$ cat src/design/switch_debounce_fsm_core_macros.svh
// Assertion macros shared by the switch debouncer RTL.
`ifndef SWITCH_DEBOUNCE_FSM_CORE_MACROS_SVH
`define SWITCH_DEBOUNCE_FSM_CORE_MACROS_SVH

`ifndef ASSERT_OFF

// Checks a property on every rising clock edge outside reset.
`define SDFSM_ASSERT(label, clk, rst_n, prop) \
  label: assert property (@(posedge clk) disable iff (!(rst_n)) (prop)) \
    else $error("debouncer assertion failed");

// Checks that a condition never holds outside reset.
`define SDFSM_ASSERT_NEVER(label, clk, rst_n, cond) \
  label: assert property (@(posedge clk) disable iff (!(rst_n)) !(cond)) \
    else $error("debouncer forbidden condition seen");

`else

`define SDFSM_ASSERT(label, clk, rst_n, prop)
`define SDFSM_ASSERT_NEVER(label, clk, rst_n, cond)

`endif

`endif

$ cat src/design/sdfsm_pkg.sv
// Shared constants and types of the switch debouncer.
`default_nettype none

package sdfsm_pkg;

  localparam int unsigned NumSwitches = 2;
  localparam int unsigned HistW       = 5;
  localparam int unsigned StateW      = 2;
  localparam int unsigned TickW       = 8;
  localparam int unsigned PeriodW     = 10;
  localparam int unsigned ElapsedW    = PeriodW;
  localparam int unsigned SumW        = PeriodW + 1;
  localparam int unsigned CfgIdxW     = 2;
  localparam int unsigned CfgDataW    = 10;
  localparam int unsigned StatesW     = StateW * NumSwitches;

  localparam logic [TickW-1:0]   TickReset   = TickW'(5);
  localparam logic [PeriodW-1:0] PeriodReset = PeriodW'(20);

  typedef logic [NumSwitches-1:0] levels_t;
  typedef logic [StatesW-1:0]     states_t;
  typedef logic [CfgDataW-1:0]    cfg_data_t;

  typedef enum logic [CfgIdxW-1:0] {
    RegTickMs   = 2'd0,
    RegPeriodMs = 2'd1
  } cfg_reg_e;

endpackage

`default_nettype wire

$ cat src/design/sdfsm_intf.sv
// Handshake channel interfaces of the switch debouncer.
`default_nettype none

interface sdfsm_in_if;
  import sdfsm_pkg::*;
  logic    valid;
  logic    ready;
  levels_t levels;
  modport source (output valid, output levels, input ready);
  modport sink (input valid, input levels, output ready);
endinterface

interface sdfsm_out_if;
  import sdfsm_pkg::*;
  logic    valid;
  logic    ready;
  states_t switch_states;
  logic    sampled;
  modport source (output valid, output switch_states, output sampled, input ready);
  modport sink (input valid, input switch_states, input sampled, output ready);
endinterface

interface sdfsm_cfg_if;
  import sdfsm_pkg::*;
  logic                       valid;
  logic                       ready;
  logic [CfgIdxW-1:0]         index;
  cfg_data_t                  data;
  modport source (output valid, output index, output data, input ready);
  modport sink (input valid, input index, input data, output ready);
endinterface

`default_nettype wire

$ cat src/design/switch_debounce_fsm_core.sv
// Top level of the switch debouncer: tick accumulator, sample histories and state machines.
`default_nettype none
`include "switch_debounce_fsm_core_macros.svh"

// Each input word is one timer tick carrying the raw active-low levels of all switches.
// The tick adds tick_ms to a millisecond accumulator; when the sum reaches period_ms the
// accumulator clears, every switch shifts its level into a five-sample history and steps
// its four-state machine (released, pre-pressed, pressed, pre-released). Every tick
// returns one word with all switch states and a flag telling whether it sampled. The
// whole update is one level of logic from the state registers to the output register,
// so a tick is taken in every cycle and its word appears in the next cycle; the input
// stalls only while the output register holds a word that is not being taken.
// Configuration writes are always accepted and must only happen while the block is idle.
module switch_debounce_fsm_core (
  input  wire logic  clk_i,
  input  wire logic  rst_ni,
  sdfsm_in_if.sink   in_i,
  sdfsm_out_if.source out_o,
  sdfsm_cfg_if.sink  cfg_i
);
  import sdfsm_pkg::*;

  typedef enum logic [StateW-1:0] {
    StReleased    = 2'd0,
    StPrePressed  = 2'd1,
    StPressed     = 2'd2,
    StPreReleased = 2'd3
  } dstate_e;

  localparam logic [HistW-1:0] EdgeMask  = 5'b11011;
  localparam logic [HistW-1:0] StableMask = 5'b11100;
  localparam logic [HistW-1:0] PressEdge = 5'b00011;
  localparam logic [HistW-1:0] RelEdge   = 5'b11000;
  localparam logic [HistW-1:0] PressHeld = 5'b00000;
  localparam logic [HistW-1:0] RelHeld   = 5'b11100;

  logic [TickW-1:0]    tick_q;
  logic [PeriodW-1:0]  period_q;
  logic [ElapsedW-1:0] elapsed_q, elapsed_d;
  logic [SumW-1:0]     sum;
  logic                fire;
  logic                in_acc;
  logic                out_valid_q;
  states_t             states_q;
  logic                sampled_q;

  logic    [HistW-1:0] hist_q  [NumSwitches];
  logic    [HistW-1:0] hist_d  [NumSwitches];
  dstate_e             state_q [NumSwitches];
  dstate_e             state_d [NumSwitches];
  states_t             states_d;

  assign in_i.ready  = !out_valid_q || out_o.ready;
  assign in_acc      = in_i.valid && in_i.ready;
  assign cfg_i.ready = 1'b1;

  assign sum       = {1'b0, elapsed_q} + SumW'(tick_q);
  assign fire      = sum >= {1'b0, period_q};
  assign elapsed_d = fire ? '0 : sum[ElapsedW-1:0];

  always_comb begin
    states_d = '0;
    for (int i = 0; i < NumSwitches; i++) begin
      hist_d[i]  = fire ? {in_i.levels[i], hist_q[i][HistW-1:1]} : hist_q[i];
      state_d[i] = state_q[i];
      if (fire) begin
        unique case (state_q[i])
          StReleased: begin
            if ((hist_d[i] & EdgeMask) == PressEdge) state_d[i] = StPrePressed;
          end
          StPrePressed: begin
            if ((hist_d[i] & StableMask) == PressHeld) state_d[i] = StPressed;
          end
          StPressed: begin
            if ((hist_d[i] & EdgeMask) == RelEdge) state_d[i] = StPreReleased;
          end
          StPreReleased: begin
            if ((hist_d[i] & StableMask) == RelHeld) state_d[i] = StReleased;
          end
          default: begin
            state_d[i] = state_q[i];
          end
        endcase
      end
      states_d[StateW*i +: StateW] = state_d[i];
    end
  end

  always_ff @(posedge clk_i or negedge rst_ni) begin
    if (!rst_ni) begin
      tick_q   <= TickReset;
      period_q <= PeriodReset;
    end else if (cfg_i.valid) begin
      unique case (cfg_i.index)
        RegTickMs:   tick_q   <= cfg_i.data[TickW-1:0];
        RegPeriodMs: period_q <= cfg_i.data[PeriodW-1:0];
        default: begin
        end
      endcase
    end
  end

  always_ff @(posedge clk_i or negedge rst_ni) begin
    if (!rst_ni) begin
      elapsed_q <= '0;
      for (int i = 0; i < NumSwitches; i++) begin
        hist_q[i]  <= '1;
        state_q[i] <= StReleased;
      end
    end else if (in_acc) begin
      elapsed_q <= elapsed_d;
      for (int i = 0; i < NumSwitches; i++) begin
        hist_q[i]  <= hist_d[i];
        state_q[i] <= state_d[i];
      end
    end
  end

  always_ff @(posedge clk_i or negedge rst_ni) begin
    if (!rst_ni) begin
      out_valid_q <= 1'b0;
    end else if (in_i.ready) begin
      out_valid_q <= in_i.valid;
    end
  end

  always_ff @(posedge clk_i or negedge rst_ni) begin
    if (!rst_ni) begin
      states_q  <= '0;
      sampled_q <= 1'b0;
    end else if (in_acc) begin
      states_q  <= states_d;
      sampled_q <= fire;
    end
  end

  assign out_o.valid         = out_valid_q;
  assign out_o.switch_states = states_q;
  assign out_o.sampled       = sampled_q;

  `SDFSM_ASSERT(a_sampled_flag, clk_i, rst_ni, in_acc |=> out_o.valid && (out_o.sampled == $past(fire)))
  `SDFSM_ASSERT(a_hold_unsampled, clk_i, rst_ni, (in_acc && !fire) |=> $stable(states_q) || ($past(states_q) == states_q))
  `SDFSM_ASSERT(a_elapsed_clear, clk_i, rst_ni, (in_acc && fire) |=> elapsed_q == '0)
  `SDFSM_ASSERT_NEVER(a_elapsed_bound, clk_i, rst_ni, in_acc && !fire && (elapsed_d >= period_q))

endmodule

`default_nettype wire

$ cat src/flat_wrapper.sv
// flat-port wrapper written by rule: the top's interface ports become plain ports
module switch_debounce_fsm_core_flat import sdfsm_pkg::*;
  (clk_i, rst_ni, in_i_valid, in_i_levels, in_i_ready, out_o_valid, out_o_switch_states, out_o_sampled, out_o_ready, cfg_i_valid, cfg_i_index, cfg_i_data, cfg_i_ready);
  sdfsm_in_if in_i_i ();
  sdfsm_out_if out_o_i ();
  sdfsm_cfg_if cfg_i_i ();
  input  wire logic clk_i;
  input  wire logic rst_ni;
  input wire logic [$bits(in_i_i.valid)-1:0] in_i_valid;
  input wire logic [$bits(in_i_i.levels)-1:0] in_i_levels;
  output wire logic [$bits(in_i_i.ready)-1:0] in_i_ready;
  output wire logic [$bits(out_o_i.valid)-1:0] out_o_valid;
  output wire logic [$bits(out_o_i.switch_states)-1:0] out_o_switch_states;
  output wire logic [$bits(out_o_i.sampled)-1:0] out_o_sampled;
  input wire logic [$bits(out_o_i.ready)-1:0] out_o_ready;
  input wire logic [$bits(cfg_i_i.valid)-1:0] cfg_i_valid;
  input wire logic [$bits(cfg_i_i.index)-1:0] cfg_i_index;
  input wire logic [$bits(cfg_i_i.data)-1:0] cfg_i_data;
  output wire logic [$bits(cfg_i_i.ready)-1:0] cfg_i_ready;
  assign in_i_i.valid = in_i_valid;
  assign in_i_i.levels = in_i_levels;
  assign in_i_ready = in_i_i.ready;
  assign out_o_valid = out_o_i.valid;
  assign out_o_switch_states = out_o_i.switch_states;
  assign out_o_sampled = out_o_i.sampled;
  assign out_o_i.ready = out_o_ready;
  assign cfg_i_i.valid = cfg_i_valid;
  assign cfg_i_i.index = cfg_i_index;
  assign cfg_i_i.data = cfg_i_data;
  assign cfg_i_ready = cfg_i_i.ready;
  switch_debounce_fsm_core u_core (.clk_i(clk_i), .rst_ni(rst_ni), .in_i(in_i_i), .out_o(out_o_i), .cfg_i(cfg_i_i));
endmodule
$ cat config.mk
export PLATFORM = sky130hd
export DESIGN_NAME = switch_debounce_fsm_core_flat
export DESIGN_NICKNAME = d
export VERILOG_FILES = /design/src/design/sdfsm_pkg.sv /design/src/design/sdfsm_intf.sv /design/src/design/switch_debounce_fsm_core.sv /design/src/flat_wrapper.sv
export VERILOG_INCLUDE_DIRS = /design/src /design/src/design
export SDC_FILE = /design/constraint.sdc
export NUM_CORES = 1
export LEC_CHECK = 0
export ABC_CLOCK_PERIOD_IN_PS = 5100
export CELL_PAD_IN_SITES_DETAIL_PLACEMENT = 1
export CELL_PAD_IN_SITES_GLOBAL_PLACEMENT = 1
export CORE_ASPECT_RATIO = 1.75
export CORE_MARGIN = 8
export CORE_UTILIZATION = 45
export CTS_CLUSTER_DIAMETER = 150
export DETAILED_ROUTE_END_ITERATION = 8
export DONT_BUFFER_PORTS = 1
export PLACE_DENSITY_LB_ADDON = 0.2
export SYNTH_ARGS = -nofsm -noshare
export SYNTH_HDL_FRONTEND = slang
export SYNTH_SLANG_ARGS = --single-unit
$ cat constraint.sdc
create_clock -name clk_i -period 5.1 [get_ports clk_i]
set_clock_uncertainty 0.2 [all_clocks]
set_input_delay 0 -clock clk_i [delete_from_list [all_inputs] [get_ports clk_i]]
set_output_delay 0 -clock clk_i [all_outputs]
set_load 0.01 [all_outputs]
== Yosys cells after proc, flatten, opt, wreduce, memory -nomap -nowiden ==
Index checks and enable logic that the tools add are counted.
Storage, ports and cells
  bits in writable memories: 0
  memories kept: 0
  output and inout bits: 8
  memory bits (read-only): 0
  bits in registers: 48
  logic and storage cells: 50
  latch bits: 0
Operators by class
  multiplexer cells: 15
  div/mod/pow operators: 0
  equal/unequal tests: 13
  bitwise operators: 0
  order comparisons: 1
  shift-type cells: 0
  $add $sub $neg: 1
  reductions and logical operators: 10
  multipliers: 0
Operators with widths (number)
  2-to-1 mux 2 bit: 10
  case mux 2 bit (4 select lines): 2
  adder 10 x 8 -> 11 bit: 1
  greater-or-equal comparator 11 x 10 -> 1 bit: 1
  zero test 5 bit: 2
  2-to-1 mux 10 bit: 1
  2-to-1 mux 5 bit: 2
  equality test 2 bit, second input constant: 4
  equality test 4 x 2 -> 1 bit, second input constant: 2
  equality test 4 bit, second input constant: 2
  equality test 2 x 1 -> 1 bit, second input constant: 3
  equality test 3 bit, second input constant: 2
  zero test 2 bit: 3
  AND reduction 2 bit: 2
  logical AND 1 bit: 1
  zero test 1 bit: 1
  logical OR 1 bit: 1

== Longest topological paths before layout ==
  depth after elaboration: 7
  mapped depth: 15
  gate-level depth less buffers: 14

== Least setup slack after synthesis ==
No wires, ideal clock.
  kind: register -> register
  start: register u_core.tick_q[0]
  end: register u_core.states_q[1] (netlist: u_core.out_o.switch_states[1])
  slack: 1.506 ns
  cell stages (with the launch flop): 16
  arrival: 3.268 ns
  path buffers: 1
  path through: dfstp_2 > ha_1 > inv_1 > fa_1 > nor2b_1 > o31a_1 > o21ai_2 > and2_1 > xnor2_1 > ha_1 > a21oi_1 > o211ai_1 > a41o_2 > or2_1 > buf_6 > a221o_1
Between the ends
  word-level cells in the longest chain between the ends: 7
RTL lines
  start, declared: RTL line switch_debounce_fsm_core.sv:37  | logic [TickW-1:0] tick_q;
  start signal, assigned: RTL line switch_debounce_fsm_core.sv:91  | tick_q <= TickReset;
  start signal, assigned: RTL line switch_debounce_fsm_core.sv:95  | RegTickMs: tick_q <= cfg_i.data[TickW-1:0];
  adder 10 x 8 -> 11 bit *: RTL line switch_debounce_fsm_core.sv:57  | assign sum = {1'b0, elapsed_q} + SumW'(tick_q);
  greater-or-equal comparator 11 x 10 -> 1 bit *: RTL line switch_debounce_fsm_core.sv:58  | assign fire = sum >= {1'b0, period_q};
  2-to-1 mux 5 bit: RTL line switch_debounce_fsm_core.sv:64  | hist_d[i] = fire ? {in_i.levels[i], hist_q[i][HistW-1:1]} : hist_q[i];
  equality test 4 bit, or another cell as far along: RTL line switch_debounce_fsm_core.sv:75  | if ((hist_d[i] & EdgeMask) == RelEdge) state_d[i] = StPreReleased;
  2-to-1 mux 2 bit, on equally long branches
  case mux 2 bit (4 select lines): RTL line switch_debounce_fsm_core.sv:67  | unique case (state_q[i])
  2-to-1 mux 2 bit *: RTL line switch_debounce_fsm_core.sv:66  | if (fire) begin
  end signal, assigned: RTL line switch_debounce_fsm_core.sv:132  | states_q <= states_d;
  end, declared: RTL line switch_debounce_fsm_core.sv:44  | states_t states_q;
Mark *: on every way between the ends. The rest lies on a longest branch, timed or not.
A chain may end at the register's enable or synchronous reset.

== Worst setup path in the final report ==
  start: register u_core.tick_q[0]
  end: register u_core.hist_q[2] (netlist bit)
Between the ends
  word-level cells in the longest chain between the ends: 3
RTL lines
  adder 10 x 8 -> 11 bit: RTL line switch_debounce_fsm_core.sv:57
  greater-or-equal comparator 11 x 10 -> 1 bit: RTL line switch_debounce_fsm_core.sv:58
  2-to-1 mux 5 bit: RTL line switch_debounce_fsm_core.sv:64
  end signal, assigned by index: RTL line switch_debounce_fsm_core.sv:113  | hist_q[i] <= hist_d[i];
  end, declared: RTL line switch_debounce_fsm_core.sv:47  | logic [HistW-1:0] hist_q [NumSwitches];
No other way between the ends.

==> out/qor.txt <==
=================================================================================
Result of the run                                                    finished clean
HPWL Detailed                                                             4200 um
Worst Tran Pin Value                                                     0.781 ns
Detailed route wirelength on metal3                                        135 um
Number of synthesized flops with an enable pin                                  0
Die outline area                                                         8130 um2
Library cell used as clock root buffer                                   clkbuf_8
Seq. cell area                                                           1070 um2
Count of cells resized by post-cts repair                                       0
Post-Route WL                                                             6050 um
Slack of the worst reg-to-reg path                                        1.12 ns
Final-report setup violation count                                              0
Cts bufs inserted                                                               5
Total setup buffers inserted after CTS                                          0
Global-route congestion overflow total                                          0
Switching Fraction                                                          39.6%
Count of final max-slew check failures                                          0
Count of cell types in the netlist                                             44
I/O Buffers                                                                     0
Clock network fraction of total power                                       14.6%
Area of the mapped netlist                                               2440 um2
Final critical path time including I/O delays and setup                   3.98 ns
Final critical-path share of the clock period                               78.0%
Hold path startpoint                                                 in_i_levels[1]
Required time at the worst-slack endpoint                                 5.12 ns
Total placed cells including tap cells                                        280
Share of synthesized flip-flops with an asynchronous set or reset            100%
Routability Congestion                                                      0.798
Sequential-to-total area share from yosys stat                              43.6%
IO Count                                                                       27
Arrival time at the worst endpoint                                        3.99 ns
1st-iter DRT viols                                                             41
TritonCTS clock tree                                                        built
Post-detailed-route via-to-cell ratio                                        5.83
Critical path's largest stage delay                                       0.54 ns
Crit Path Max Fanout                                                           10
Slowest cell on the critical path                                         dfstp_2
Cell-by-cell listing of the critical path                            ha_1 > inv_1 > fa_1 > nor2b_1 > o31a_1 > o21ai_2 > and2_1 > xnor2_1 > ha_1 > a21oi_1 > o211ai_1 > a41o_2 > o21ai_2 > mux2_2
First-pass GRT wire length                                               10200 um
Count of max-cap constraint violations                                          0
#FFs+latches synth                                                             42
Count of mapped cells out of synthesis                                        232
DP Worst Slack                                                            1.13 ns
Overall Power                                                             1.53 mW
Mapped Nets                                                                   270
Timing-limited maximum frequency                                          252 MHz
Tightest Hold Check Type                                             input port to register
Element type at the critical path start                                  register
Area overhead of the layout relative to synthesis                           16.8%
Final antenna diode count                                                       0
Fraction of final layout cells sized beyond drive strength 1                20.8%
Slack of the critical path                                                1.12 ns
Cell row count                                                                 35
Gr usage total                                                              15.8%
Mapped Avg Cell Area                                                     10.5 um2
Peak supply drop                                                       0.000281 V
Level count of the clock H-tree                                                 2
Final setup TNS                                                              0 ns
Number of filler instances in the final layout                                587
Number of global-route vias before repair                                    2044
Startpoint of the worst setup timing path                            u_core.tick_q[0]$_DFFE_PN1P_
Internal power component                                                   924 uW
Most used DFF post-synth                                                  dfrtp_1
Register clock-pin slew on the reported worst setup and hold paths        0.09 ns
Power per unit of standard cell area                                   537 nW/um2
First-pass detailed-route iteration total                                       4
Unrepaired setup endpoints after global routing                             false
Combinational share of power                                                49.2%
Switching power of the nets                                                606 uW
Area taken by multi-input logic gates                                    1270 um2
Die width                                                                 71.7 um
Antenna Violating Nets Remaining                                                0
Highest signal layer in the routed design                                    met4
DR DRC count                                                                    0
Core area                                                                5260 um2
Routed wire length on met2                                                3530 um
Source-to-sink clock delay at the later pin of the worst-skew pair        0.29 ns
Final non-filler cell total                                                   315
Initial cell density of the core                                            46.5%
Post-DR wirelength/cell                                                   19.2 um
Final Net Count                                                               297
Number of antenna violations at the first check in global routing               0
Via count of the routed design                                               1837
Crit Path Category                                                   register to register
Static power due to leakage                                               1.26 nW
Synth warnings                                                                  0
Met1 Routed Length                                                        2270 um
Maximum number of pins on one net before global-route repair                   31
CP endpoint kind                                                         register
Maximum clock path buffer count                                                 2
Reg-to-Reg Start                                                     u_core.tick_q[0]$_DFFE_PN1P_
Worst slew slack as a fraction of its limit                                 47.7%
Final Hold Violating Endpoints                                                  0
Number of sinks driven by the clock tree                                       42
Portion of total power attributed to sequential cells                       36.2%
Die boundary height                                                        113 um
=================================================================================
[repair_timing]
action                                 in CTS  in global routing
setup endpoints to repair                   0                  0
endpoints found under the hold margin      71                  0
hold buffers                               27                  0
[synth_stat cells, drive strengths merged (5+ instances only)]
master | number | share of area [%]
nand2 | 14 | 2.2
dfstp | 12 | 13
dfrtp | 30 | 31
nand3 | 9 | 1.8
inv | 16 | 2.5
o21ai | 14 | 3.2
and2 | 5 | 1.3
a21oi | 12 | 2.6
nand2b | 6 | 1.5
nor3 | 5 | 1.0
ha | 18 | 9.2
nor2 | 9 | 1.4
mux2 | 25 | 12
nand4 | 5 | 1.3
[cell type report]
class | instances | area share, %
timing repair buffer | 27 | 10.2
sequential | 42 | 37.4
clock buffer | 7 | 3.03
clock inverter | 1 | 0.176
multi-input combinational | 167 | 44.7
inverter | 16 | 2.11
tap | 55 | 2.41
[logic make-up (layout without fill, tap and decap cells)]
group	count (synthesis)	after routing	synth area share [%]
other	1	1	0.154
AO/OA/AOI/OAI	52	52	14.5
AND/OR/NAND/NOR	64	64	13.8
flip-flops	42	42	43.6
XOR/XNOR	6	6	2.15
adder cells (fa/ha/maj)	19	19	10.0
multiplexers	25	25	11.5
buffers and inverters	23	51	4.15
[power groups by stage]
stage / combinational, mW / clock [mW] / sequential [mW]
after CTS: 0.757 / 0.229 / 0.554
final: 0.753 / 0.223 / 0.554
after global placement: 0.696 / 0 / 0.558
after global routing: 0.845 / 0.243 / 0.572
after detailed placement: 0.715 / 0 / 0.561
after floorplan: 0.591 / 0 / 0.530
[layout by cell type (no fill, tap or decap), types with 2 or more instances in the layout]
master         instances
a221o_1                2
inv_1                 16
nor2b_1                3
clkbuf_8               6
a22o_1                 2
o21a_1                 2
nand2b_1               6
o31a_1                 2
o211ai_1               2
mux2_2                25
nor2_1                 9
nand4_1                5
a31o_2                 3
ha_1                  18
a21o_1                 4
nand3_1                9
xor2_1                 2
a21oi_1               11
xnor2_1                4
a31oi_1                3
nand2_1               14
dfstp_2               12
nor4_1                 2
o21ai_0               12
o21ai_2                2
dlygate4sd3_1         25
nor3_1                 5
o31ai_1                2
dfrtp_1               30
and2_1                 5
buf_12                 2
[worst max-delay path: cells and delay by family (launching register included)]
kind	cells	cell delay [ns]
compound gates	6	1.27
xor+xnor	1	0.20
fa+ha+maj	3	0.88
buf+inv	1	0.06
flops	1	0.54
mux	1	0.40
simple gates	2	0.33
[final timing paths]
check                                                            end  cells after the start
min                        u_core.out_o.switch_states[2]$_DFFE_PN0P_                      4
min in group asynchronous               u_core.tick_q[0]$_DFFE_PN1P_                      2
min reg2reg                          u_core.elapsed_q[2]$_DFFE_PN0P_                      2
max reg2reg                             u_core.hist_q[2]$_DFFE_PN1P_                     14
max                                     u_core.hist_q[2]$_DFFE_PN1P_                     14
max in group asynchronous             u_core.period_q[7]$_DFFE_PN0P_                      3
[metrics by stage]
step           utilization, %  area, um2  hold slack, ns
6_report                 54.3       2850          0.0461
5_1_grt                  54.3       2850           0.109
4_1_cts                  54.3       2850          0.0377
3_5_place_dp             47.0       2470          -0.494
3_3_place_gp             47.0       2470          -0.494
2_1_floorplan               -       2440          -0.496
[registers in the layout, indices dropped and copies added (netlist names)]
name and cells:
u_core.out_o.sampled 1, u_core.period_q 10, u_core.out_o.valid 1, u_core.hist_q 8, u_core.out_o.switch_states 4, u_core.tick_q 8
u_core.elapsed_q 10
[layer usage]
metal  up-vias  GRT usage [%]
met5         -              0
li1        885              -
met2        17           30.3
met3        11           2.55
met4         0           5.76
met1       924           16.4
Note: power is estimated with default switching activity, not from simulation.
